### src/rtl/core/deq_pkg.sv
`timescale 1ns / 1ps

package deq_pkg;

    localparam int DATA_W = 32;

    typedef enum logic [2:0] {
        ACT_PUSH_FRONT = 3'd0,
        ACT_PUSH_BACK  = 3'd1,
        ACT_POP_FRONT  = 3'd2,
        ACT_POP_BACK   = 3'd3,
        ACT_LIST       = 3'd4
    } action_t;

    typedef enum logic [1:0] {
        STAT_OK    = 2'd0,
        STAT_EMPTY = 2'd1,
        STAT_FULL  = 2'd2
    } status_t;

    typedef enum logic [0:0] {
        ST_IDLE = 1'b0,
        ST_LIST = 1'b1
    } state_t;

    // what a cell takes in on the next edge
    typedef enum logic [1:0] {
        CELL_HOLD       = 2'd0,
        CELL_FROM_LEFT  = 2'd1,
        CELL_FROM_RIGHT = 2'd2,
        CELL_LOAD       = 2'd3
    } cell_op_t;

endpackage

### src/rtl/core/double_ended_queue.sv
`timescale 1ns / 1ps

// Bounded deque of DEPTH signed 32-bit values, held in a row of cells with the
// front element always in cell 0. Each input item is one action: push front,
// push back, pop front, pop back or list. Push and pop each give one result
// item (popped value, or element 0 with a status of ok, empty or full).
// A list gives one result per stored element, front to back, tlast on the
// final one; the chain rotates by one cell per emitted element, and no new
// item is taken until the final element is emitted (output stalls delay it).
// An empty list gives a single empty-status result. Action codes 5..7
// are consumed with no result. One output register sits on the result side;
// a new item is taken in the same cycle the pending result is taken.
module double_ended_queue #(
    parameter int DEPTH = 16
) (
    input  logic        clk,
    input  logic        rst_n,
    input  logic        s_axis_tvalid,
    output logic        s_axis_tready,
    input  logic [39:0] s_axis_tdata,   // [2:0] action, [34:3] value, rest zero
    output logic        m_axis_tvalid,
    input  logic        m_axis_tready,
    output logic [31:0] m_axis_tdata,   // [31:0] element
    output logic [1:0]  m_axis_tuser,   // [1:0] status
    output logic        m_axis_tlast
);

    localparam int W  = deq_pkg::DATA_W;
    localparam int CW = $clog2(DEPTH + 1);
    localparam int IW = $clog2(DEPTH);

    deq_pkg::state_t  state_reg, state_next;
    logic [CW-1:0]    count_reg, count_next;
    logic [CW-1:0]    idx_reg, idx_next;
    logic             m_valid_reg, m_valid_next;
    logic [W-1:0]     m_data_reg, m_data_next;
    deq_pkg::status_t m_status_reg, m_status_next;
    logic             m_last_reg, m_last_next;

    logic [W-1:0]      cell_data [DEPTH];
    logic [W-1:0]      left_in   [DEPTH];
    logic [W-1:0]      right_in  [DEPTH];
    deq_pkg::cell_op_t cell_op   [DEPTH];

    deq_pkg::action_t action;
    logic [W-1:0]     value;
    logic             in_fire;
    logic             out_free;
    logic             full;
    logic             empty;
    logic [IW-1:0]    back_idx;
    logic [W-1:0]     back_data;
    logic [W-1:0]     load_data;
    logic             do_push_front;
    logic             do_push_back;
    logic             do_pop_front;
    logic             do_list_step;

    assign action    = deq_pkg::action_t'(s_axis_tdata[2:0]);
    assign value     = s_axis_tdata[34:3];
    assign out_free  = !m_valid_reg || m_axis_tready;
    assign s_axis_tready = (state_reg == deq_pkg::ST_IDLE) && out_free;
    assign in_fire   = s_axis_tvalid && s_axis_tready;
    assign full      = (count_reg == CW'(DEPTH));
    assign empty     = (count_reg == '0);
    assign back_idx  = IW'(count_reg - CW'(1));
    assign back_data = cell_data[back_idx];
    // list rotation wraps the front element to the back slot
    assign load_data = do_list_step ? cell_data[0] : value;

    always_comb
    begin
        state_next    = state_reg;
        count_next    = count_reg;
        idx_next      = idx_reg;
        m_valid_next  = m_valid_reg && !m_axis_tready;
        m_data_next   = m_data_reg;
        m_status_next = m_status_reg;
        m_last_next   = m_last_reg;
        do_push_front = 1'b0;
        do_push_back  = 1'b0;
        do_pop_front  = 1'b0;
        do_list_step  = 1'b0;

        case (state_reg)
            deq_pkg::ST_IDLE:
            begin
                if (in_fire)
                begin
                    case (action)
                        deq_pkg::ACT_PUSH_FRONT, deq_pkg::ACT_PUSH_BACK:
                        begin
                            m_valid_next = 1'b1;
                            m_data_next  = '0;
                            m_last_next  = 1'b1;
                            if (full)
                            begin
                                m_status_next = deq_pkg::STAT_FULL;
                            end
                            else
                            begin
                                m_status_next = deq_pkg::STAT_OK;
                                count_next    = count_reg + CW'(1);
                                do_push_front = (action == deq_pkg::ACT_PUSH_FRONT);
                                do_push_back  = (action == deq_pkg::ACT_PUSH_BACK);
                            end
                        end
                        deq_pkg::ACT_POP_FRONT, deq_pkg::ACT_POP_BACK:
                        begin
                            m_valid_next = 1'b1;
                            m_last_next  = 1'b1;
                            if (empty)
                            begin
                                m_data_next   = '0;
                                m_status_next = deq_pkg::STAT_EMPTY;
                            end
                            else
                            begin
                                m_status_next = deq_pkg::STAT_OK;
                                count_next    = count_reg - CW'(1);
                                if (action == deq_pkg::ACT_POP_FRONT)
                                begin
                                    m_data_next  = cell_data[0];
                                    do_pop_front = 1'b1;
                                end
                                else
                                begin
                                    m_data_next = back_data;
                                end
                            end
                        end
                        deq_pkg::ACT_LIST:
                        begin
                            if (empty)
                            begin
                                m_valid_next  = 1'b1;
                                m_data_next   = '0;
                                m_status_next = deq_pkg::STAT_EMPTY;
                                m_last_next   = 1'b1;
                            end
                            else
                            begin
                                state_next = deq_pkg::ST_LIST;
                                idx_next   = '0;
                            end
                        end
                        default:
                        begin
                        end
                    endcase
                end
            end
            deq_pkg::ST_LIST:
            begin
                if (out_free)
                begin
                    do_list_step  = 1'b1;
                    m_valid_next  = 1'b1;
                    m_data_next   = cell_data[0];
                    m_status_next = deq_pkg::STAT_OK;
                    m_last_next   = (idx_reg + CW'(1) == count_reg);
                    idx_next      = idx_reg + CW'(1);
                    if (idx_reg + CW'(1) == count_reg)
                    begin
                        state_next = deq_pkg::ST_IDLE;
                    end
                end
            end
            default:
            begin
                state_next = deq_pkg::ST_IDLE;
            end
        endcase
    end

    always_ff @(posedge clk or negedge rst_n)
    begin
        if (!rst_n)
        begin
            state_reg   <= deq_pkg::ST_IDLE;
            count_reg   <= '0;
            idx_reg     <= '0;
            m_valid_reg <= 1'b0;
        end
        else
        begin
            state_reg   <= state_next;
            count_reg   <= count_next;
            idx_reg     <= idx_next;
            m_valid_reg <= m_valid_next;
        end
    end

    always_ff @(posedge clk)
    begin
        m_data_reg   <= m_data_next;
        m_status_reg <= m_status_next;
        m_last_reg   <= m_last_next;
    end

    genvar i;
    generate
        for (i = 0; i < DEPTH; i++)
        begin : g_cell
            if (i == 0)
            begin : g_left_head
                assign left_in[i] = value;
            end
            else
            begin : g_left_chain
                assign left_in[i] = cell_data[i-1];
            end

            if (i == DEPTH - 1)
            begin : g_right_tail
                assign right_in[i] = '0;
            end
            else
            begin : g_right_chain
                assign right_in[i] = cell_data[i+1];
            end

            always_comb
            begin
                cell_op[i] = deq_pkg::CELL_HOLD;
                if (do_push_front)
                begin
                    cell_op[i] = deq_pkg::CELL_FROM_LEFT;
                end
                else if (do_pop_front)
                begin
                    cell_op[i] = deq_pkg::CELL_FROM_RIGHT;
                end
                else if (do_push_back && (count_reg == CW'(i)))
                begin
                    cell_op[i] = deq_pkg::CELL_LOAD;
                end
                else if (do_list_step)
                begin
                    if (CW'(i + 1) < count_reg)
                    begin
                        cell_op[i] = deq_pkg::CELL_FROM_RIGHT;
                    end
                    else if (CW'(i + 1) == count_reg)
                    begin
                        cell_op[i] = deq_pkg::CELL_LOAD;
                    end
                end
            end

            deq_cell #(
                .W (W)
            ) u_cell (
                .clk        (clk),
                .op         (cell_op[i]),
                .left_data  (left_in[i]),
                .right_data (right_in[i]),
                .load_data  (load_data),
                .data       (cell_data[i])
            );
        end
    endgenerate

    assign m_axis_tvalid = m_valid_reg;
    assign m_axis_tdata  = m_data_reg;
    assign m_axis_tuser  = m_status_reg;
    assign m_axis_tlast  = m_last_reg;

`ifndef ASSERT_OFF
    a_count_bound: assert property (@(posedge clk) disable iff (!rst_n)
        count_reg <= CW'(DEPTH))
        else $error("fill count above depth");

    a_list_nonempty: assert property (@(posedge clk) disable iff (!rst_n)
        (state_reg == deq_pkg::ST_LIST) |-> (count_reg != '0) && (idx_reg < count_reg))
        else $error("list walk past stored elements");

    a_push_grows: assert property (@(posedge clk) disable iff (!rst_n)
        (in_fire && !full && (action == deq_pkg::ACT_PUSH_FRONT ||
                              action == deq_pkg::ACT_PUSH_BACK))
        |=> count_reg == $past(count_reg) + CW'(1))
        else $error("push did not grow the queue");

    a_full_status: assert property (@(posedge clk) disable iff (!rst_n)
        (m_valid_reg && m_status_reg == deq_pkg::STAT_FULL) |-> full)
        else $error("full status while queue not full");

    a_err_zero: assert property (@(posedge clk) disable iff (!rst_n)
        (m_valid_reg && m_status_reg != deq_pkg::STAT_OK)
        |-> (m_data_reg == '0) && m_last_reg)
        else $error("error result carries data or is not last");
`endif

endmodule

### src/rtl/core/deq_cell.sv
`timescale 1ns / 1ps

module deq_cell #(
    parameter int W = 32
) (
    input  logic             clk,
    input  deq_pkg::cell_op_t op,
    input  logic [W-1:0]     left_data,
    input  logic [W-1:0]     right_data,
    input  logic [W-1:0]     load_data,
    output logic [W-1:0]     data
);

    logic [W-1:0] data_reg;
    logic [W-1:0] data_next;

    always_comb
    begin
        case (op)
            deq_pkg::CELL_FROM_LEFT:  data_next = left_data;
            deq_pkg::CELL_FROM_RIGHT: data_next = right_data;
            deq_pkg::CELL_LOAD:       data_next = load_data;
            default:                  data_next = data_reg;
        endcase
    end

    always_ff @(posedge clk)
    begin
        data_reg <= data_next;
    end

    assign data = data_reg;

endmodule

### config.mk
export PLATFORM = sky130hd
export DESIGN_NAME = double_ended_queue
export DESIGN_NICKNAME = d
export VERILOG_FILES = /design/src/rtl/core/deq_pkg.sv /design/src/rtl/core/double_ended_queue.sv /design/src/rtl/core/deq_cell.sv
export SDC_FILE = /design/constraint.sdc
export NUM_CORES = 1
export LEC_CHECK = 0
export ABC_CLOCK_PERIOD_IN_PS = 4900
export BUFFER_PORTS_ARGS = -buffer_cell sky130_fd_sc_hd__clkbuf_2
export CAP_MARGIN = 20
export CORE_MARGIN = 2
export CORE_UTILIZATION = 35
export CTS_CLUSTER_DIAMETER = 80
export CTS_CLUSTER_SIZE = 10
export DETAILED_ROUTE_END_ITERATION = 16
export PLACE_DENSITY = 0.57
export SLEW_MARGIN = 10
export SYNTH_ARGS = -nofsm -noshare
export SYNTH_HDL_FRONTEND = slang
export SYNTH_SLANG_ARGS = --single-unit
### constraint.sdc
create_clock -name clk -period 4.9 [get_ports clk]
set_input_delay 0.735 -clock clk [delete_from_list [all_inputs] [get_ports clk]]
set_output_delay 0.735 -clock clk [all_outputs]
set_load 0.01 [all_outputs]
# Yosys cells after proc, flatten, opt, wreduce, memory -nomap -nowiden
# Cells that the tools add are included.
totals:
  ff_bits: 559
  output_inout_bits: 37
classes:
  add_sub_neg: 3
  order_cmp: 17
  n_eq_ne: 94
  n_mux: 169
  bitwise: 2
  n_reduce_logical: 48
op_table:
  columns: ["op", "count"]
  rows:
  - ["$pmux W32 S3", 17]
  - ["$mux W32", 8]
  - ["$mux W2", 100]
  - ["$bmux W32 S4", 1]
  - ["$eq A2 B2 Y1 const B", 32]
  - ["$pmux W32 S2", 1]
  - ["$reduce_bool A3 Y1", 16]
  - ["$eq A4 B5 Y1 const A", 8]
  - ["$eq A5 B4 Y1 const B", 8]
  - ["$lt A4 B5 Y1 const A", 8]
  - ["$eq A2 B1 Y1 const B", 16]
  - ["$mux W5", 6]
  - ["$mux W1", 27]
  - ["$eq A3 B5 Y1 const A", 4]
  - ["$eq A5 B3 Y1 const B", 4]
  - ["$lt A3 B5 Y1 const A", 4]
  - ["$pmux W5 S2", 2]
  - ["$logic_and A1 B1 Y1", 19]
  - ["$reduce_and A4 Y1", 3]
  - ["$add A5 B1 Y5 const B", 2]
  - ["$eq A2 B5 Y1 const A", 2]
  - ["$eq A5 B2 Y1 const B", 2]
  - ["$lt A2 B5 Y1 const A", 2]
  - ["$pmux W1 S2", 5]
  - ["29 further kinds", 36]

# Logic depth before layout (Yosys ltp)
logic_depth:
  depth_word: 12
  mapped_depth: 14
  ltp_nobuf: 7

# Hierarchy
# From an unflattened synthesis, not the netlist that was laid out.
hier_totals:
  hier_cells: 2903
  hier_area_um2: 34135.2
modules_own_cells:
  columns: ["module", "instances", "cells_per_inst", "area_each_um2"]
  rows:
  - ["deq_cell", 16, 140, 1672.9]
  - ["double_ended_queue", 1, 663, 7369.6]

# Least setup slack after synthesis
# No wires, ideal clock.
synth_timing:
  kind: "register to register"
  from: "register count_reg[0]"
  to: "register g_cell[9].u_cell.data_reg[0], enable pin"
  t_arrival_ps: 4041
  required_time_ps: 4505
  slack_ps: 464
  path_stages_with_launch: 14
  n_path_buf: 6
  synth_period_minus_slack_ps: 4436
  cell_sequence: "dfrtp_1 buf_2 buf_2 clkbuf_1 buf_2 inv_1 ha_1 nor4b_2 or4_1 buf_4 o21ai_1 a21o_1 buf_2 nand3b_1"
synth_via:
  elab_chain_cells: 11
  elab_cells_between_ends: 28
  cone_classes: "1 x order compare; 6 x eq/ne; 18 x mux; 3 x reduce/logical"
synth_lines:
  columns: ["item", "line_no", "text"]
  rows:
  - ["start: declaration", "double_ended_queue.sv:33", "logic [CW-1:0] count_reg, count_next;"]
  - ["start signal: assignment", "double_ended_queue.sv:188", "count_reg <= count_next;"]
  - ["$eq A5 B5 Y1", "double_ended_queue.sv:64", "assign full = (count_reg == CW'(DEPTH));"]
  - ["$mux W1", "double_ended_queue.sv:96", "if (full)"]
  - ["$mux W1", "double_ended_queue.sv:90", "case (action)"]
  - ["$mux W1", "double_ended_queue.sv:88", "if (in_fire)"]
  - ["$mux W1", "double_ended_queue.sv:85", "case (state_reg)"]
  - ["$logic_and A1 B1 Y1", "double_ended_queue.sv:234", "else if (do_push_back && (count_reg == CW'(i)))"]
  - ["$mux W2", "double_ended_queue.sv:234", null]
  - ["$mux W2", "double_ended_queue.sv:230", "else if (do_pop_front)"]
  - ["$mux W2 (*)", "double_ended_queue.sv:226", "if (do_push_front)"]
  - ["$eq A2 B1 Y1 / $eq A2 B2 Y1 (equally long branches)", "deq_cell.sv:19", "case (op)"]
  - ["$reduce_bool A3 Y1 (no line) (*)", null, null]
  - ["end signal: assignment", "deq_cell.sv:29", "data_reg <= data_next;"]
  - ["end: declaration", "deq_cell.sv:14", "logic [W-1:0] data_reg;"]
# Every way passes the cells marked *; elsewhere a longest branch is shown, timed or not.
# A chain may end at the register's enable or synchronous reset.

# Worst setup path in the final report
layout_timing:
  from: "register count_reg[1]"
  to: "register g_cell[8].u_cell.data_reg[17] (data pin)"
layout_via:
  elab_chain_cells: 11
  elab_cells_between_ends: 28
  cone_classes: "1 x order compare; 6 x eq/ne; 19 x mux; 2 x reduce/logical"
layout_lines:
  columns: ["item", "line_no", "text"]
  rows:
  - ["$eq A5 B5 Y1", "double_ended_queue.sv:64", null]
  - ["$mux W1", "double_ended_queue.sv:96", null]
  - ["$mux W1", "double_ended_queue.sv:90", null]
  - ["$mux W1", "double_ended_queue.sv:88", null]
  - ["$mux W1", "double_ended_queue.sv:85", null]
  - ["$logic_and A1 B1 Y1", "double_ended_queue.sv:234", null]
  - ["$mux W2", "double_ended_queue.sv:234", null]
  - ["$mux W2", "double_ended_queue.sv:230", null]
  - ["$mux W2 (*)", "double_ended_queue.sv:226", null]
  - ["$eq A2 B2 Y1 / $eq A2 B1 Y1 (equally long branches)", "deq_cell.sv:19", null]
  - ["$pmux W32 S3 (*)", "deq_cell.sv:19", null]
  - ["named net g_cell[8].u_cell.data_next[17]", "deq_cell.sv:15", "logic [W-1:0] data_next;"]
  - ["end signal: assignment", "deq_cell.sv:29", null]
  - ["end: declaration", "deq_cell.sv:14", null]
# The timed path passes the listed nets; every way through them passes the cells marked *.

==> out/qor.txt <==
LEAKAGE: 12.3 nW
Reg power frac: 35.5%
Warnings, synthesis: 0
Final Hold Viols: 0
Via count: 24.8k
DR pass1 iterations: 6
DRT antenna net count: 0
Finished Core Util: 40.2%
Initial Utilization: 35.4%
Synth top area cells: edfxtp_1, a221o_1, mux4_2
TritonCTS clock tree: yes
Min Hold Slack: 0.0131 ns
Mapped Cells: 2475
M2 GR Usage: 41.2%
# port buffers: 75
Die Width: 301 um
Vias per Instance: 6.76
Max incr delay on CP: 1.02 ns
Critical path class: register to register
RSZ-0062 raised after global routing: false
Largest net degree at the start of global routing: 91
Sequential cell area: 16700 um2
Pint: 17.9 mW
Net Switching: 13.3 mW
Met3 Track Usage GR: 6.03%
Largest register FFs: 512
Iter 0 DRT Violations: 3323
Vias in the first global route: 24.7k
Ys async rst share: 2.15%
Synth Area per Inst: 12.5 um2
Worst endpoint data arrival time: 4.50 ns
Post-Place Cell Area: 33200 um2
Routing usage on met1: 33.0%
Core area: 87000 um2
Area growth syn-to-layout: 13.5%
Cells along the critical path: inv_1 -> ha_4 -> nor2b_1 -> and4_1 -> o21ai_4 -> buf_4 -> and3_2 -> a221o_1
Clk_lat worst skew: 0.62 ns
Top post-synthesis cells by count: edfxtp_1, a221o_1, nor2_1
Clk network pwr share: 14.6%
Max H-tree Level: 3
GR peak layer: met2
Die area: 90500 um2
Max Cap Viol: 0
Initial antenna violation count: 2
GRT Residual Overflow: 0
Worst-Margin Slew: 1.16 ns
Critical path fanouts, max: 34
DR WL/cell: 32.5 um
Final-stage net count: 2542
Max Fclk: 248 MHz
Layout cell share with drive strength beyond 1: 18.7%
DPL Wire Length: 66600 um
Peak VDD IR: 760 uV
Rows: 108
First-pass GRT wire length: 172000 um
Slew HR: 22.6%
Slew Limit Fails: 0
Min-Delay Path Class: input port to async pin
Mapped Area: 30800 um2
Vert. Die Dim: 301 um
Design area: 35000 um2
IO Pins: 81
Post-synth top area share: 53.3%
Top FF cell, synth: edfxtp_1
Number of synthesized flops with an enable pin: 547
Hold-fix buffers, CTS: 0
Comb power frac: 50.0%
Pwr Density: 893 nW/um2
Buf+Inv Stages, Crit Path: 2
Clock Pin Slew Worst Setup and Hold Paths: 0.06 ns
Post-CTS setup buffer count: 0
CTS sink count: 559
Outcome: finished clean
Sequential area share after synthesis: 54.3%
CTS Buf Count: 67
Syn_nets: 2525
CTS max path bufs: 3
Final wirelength: 119000 um
CP startpoint kind: register
Period utilisation layout: 82.1%
Post_cts resized: 0
Post-route DRC violation count: 0
Finish-stage setup viols: 0
Multi-input gate area: 13200 um2
Setup_tns: 0 ns
Most numerous cell in the Yosys netlist: edfxtp_1
Min cycle time layout: 4.02 ns
Number of synthesized register bits: 559
Filler Cells Inserted: 8152
Req. time, crit path: 5.37 ns
CP top delay family: simple AND/OR/NAND/NOR gates
Switching Share: 42.6%
GRT Total Usage: 25.7%
Critical path's slowest cell: and3_2
Crit end category: register
Global placement routability congestion: 0.853
Unique masters post-synth: 62
Clock Tree Root: clkbuf_16
Clock Skew: 0.0193 ns
Top cell type by total area after synthesis: edfxtp_1
## final cells by class
| cell class | instances | area share [%] |
|---|---|---|
| well taps | 1155 | 4.13 |
| clock buffers | 71 | 4.96 |
| clock inverters | 10 | 0.236 |
| multi-input cells | 1591 | 37.7 |
| inverters | 74 | 0.794 |
| flip-flops and latches | 559 | 47.8 |
| diodes | 1 | 0.00716 |
| repair buffers | 199 | 4.31 |
## cell usage in the layout (no fill, tap or decap), types with 4 or more instances in the layout
| cell | instances |
|---|---|
| a211o_1 | 31 |
| a21o_1 | 6 |
| a21oi_1 | 70 |
| a21oi_4 | 5 |
| a221o_1 | 380 |
| and3_1 | 4 |
| buf_12 | 16 |
| buf_4 | 108 |
| clkbuf_16 | 69 |
| clkbuf_2 | 75 |
| clkinv_1 | 4 |
| dfrtp_1 | 11 |
| edfxtp_1 | 547 |
| ha_1 | 5 |
| inv_1 | 73 |
| inv_6 | 5 |
| mux2i_1 | 98 |
| mux4_2 | 128 |
| nand2_1 | 212 |
| nand2_2 | 13 |
| nand3_1 | 7 |
| nand4_1 | 4 |
| nor2_1 | 335 |
| nor2_4 | 4 |
| nor2b_1 | 38 |
| nor2b_4 | 4 |
| nor3_1 | 41 |
| nor3b_1 | 4 |
| o21a_1 | 5 |
| o21ai_0 | 9 |
| o21ai_4 | 15 |
| o221ai_1 | 65 |
| o2bb2ai_1 | 34 |
| xnor2_1 | 12 |
| xor2_1 | 5 |
## logic make-up (layout without fill, tap and decap cells)
family / Yosys count / count (layout) / synth area share, %
compound gates: 639 / 639 / 18.5
flops: 559 / 559 / 54.3
other cells: 0 / 1 / 0
buf+inv: 325 / 354 / 4.31
mux: 226 / 226 / 12.5
simple gates: 701 / 701 / 9.62
fa+ha+maj: 6 / 6 / 0.244
xor+xnor: 19 / 19 / 0.540
## worst reg2reg max path, delay by kind of cell, from the launching register on
kind,cells,cell delay (ns)
and+or+nand+nor,3,1.65
buffers and inverters,2,0.76
DFF,1,0.69
AOI/OAI and AO/OA,2,0.54
adders and majority gates,1,0.24
## per-stage QoR
stage | std cells | setup slack [ns] | total power [mW]
floorplan | 2475 | 0.464 | 20.3
global placement | 3576 | 1.05 | 25.9
detailed placement | 3578 | 0.988 | 26.3
CTS | 3659 | 0.961 | 30.9
global route | 3660 | 0.816 | 32.3
finish | 3660 | 0.875 | 31.2
## path summary, 6_finish.rpt
check	cells past startpoint	startpoint	end	slack [ns]
min in group clk	3	s_axis_tdata[10]	g_cell[0].u_cell.data[7]$_DFFE_PP_	0.50
max in group asynchronous	1	rst_n	count_reg[0]$_DFFE_PN0P_	4.61
worst max register to register	8	count_reg[1]$_DFFE_PN0P_	g_cell[8].u_cell.data[17]$_DFFE_PP_	0.88
worst min register to register	1	idx_reg[1]$_DFFE_PN0P_	idx_reg[1]$_DFFE_PN0P_	0.54
worst max-delay path	8	count_reg[1]$_DFFE_PN0P_	g_cell[8].u_cell.data[17]$_DFFE_PP_	0.88
worst min-delay path	1	rst_n	count_reg[2]$_DFFE_PN0P_	0.01
## power groups by stage
stage | clock (mW) | sequential, mW | combinational, mW
CTS | 4.59 | 11.0 | 15.3
finish | 4.54 | 11.1 | 15.6
global placement | 0 | 10.9 | 14.9
detailed placement | 0 | 11.1 | 15.2
global route | 4.75 | 11.3 | 16.2
floorplan | 0 | 10.4 | 9.97
## routing by layer
layer | vias up | routed length, um
met5 | - | 13
met4 | 2 | 6030
met3 | 379 | 13600
met2 | 1898 | 55200
met1 | 12500 | 43900
li1 | 9951 | -
Power figures use the tool's default switching activity.
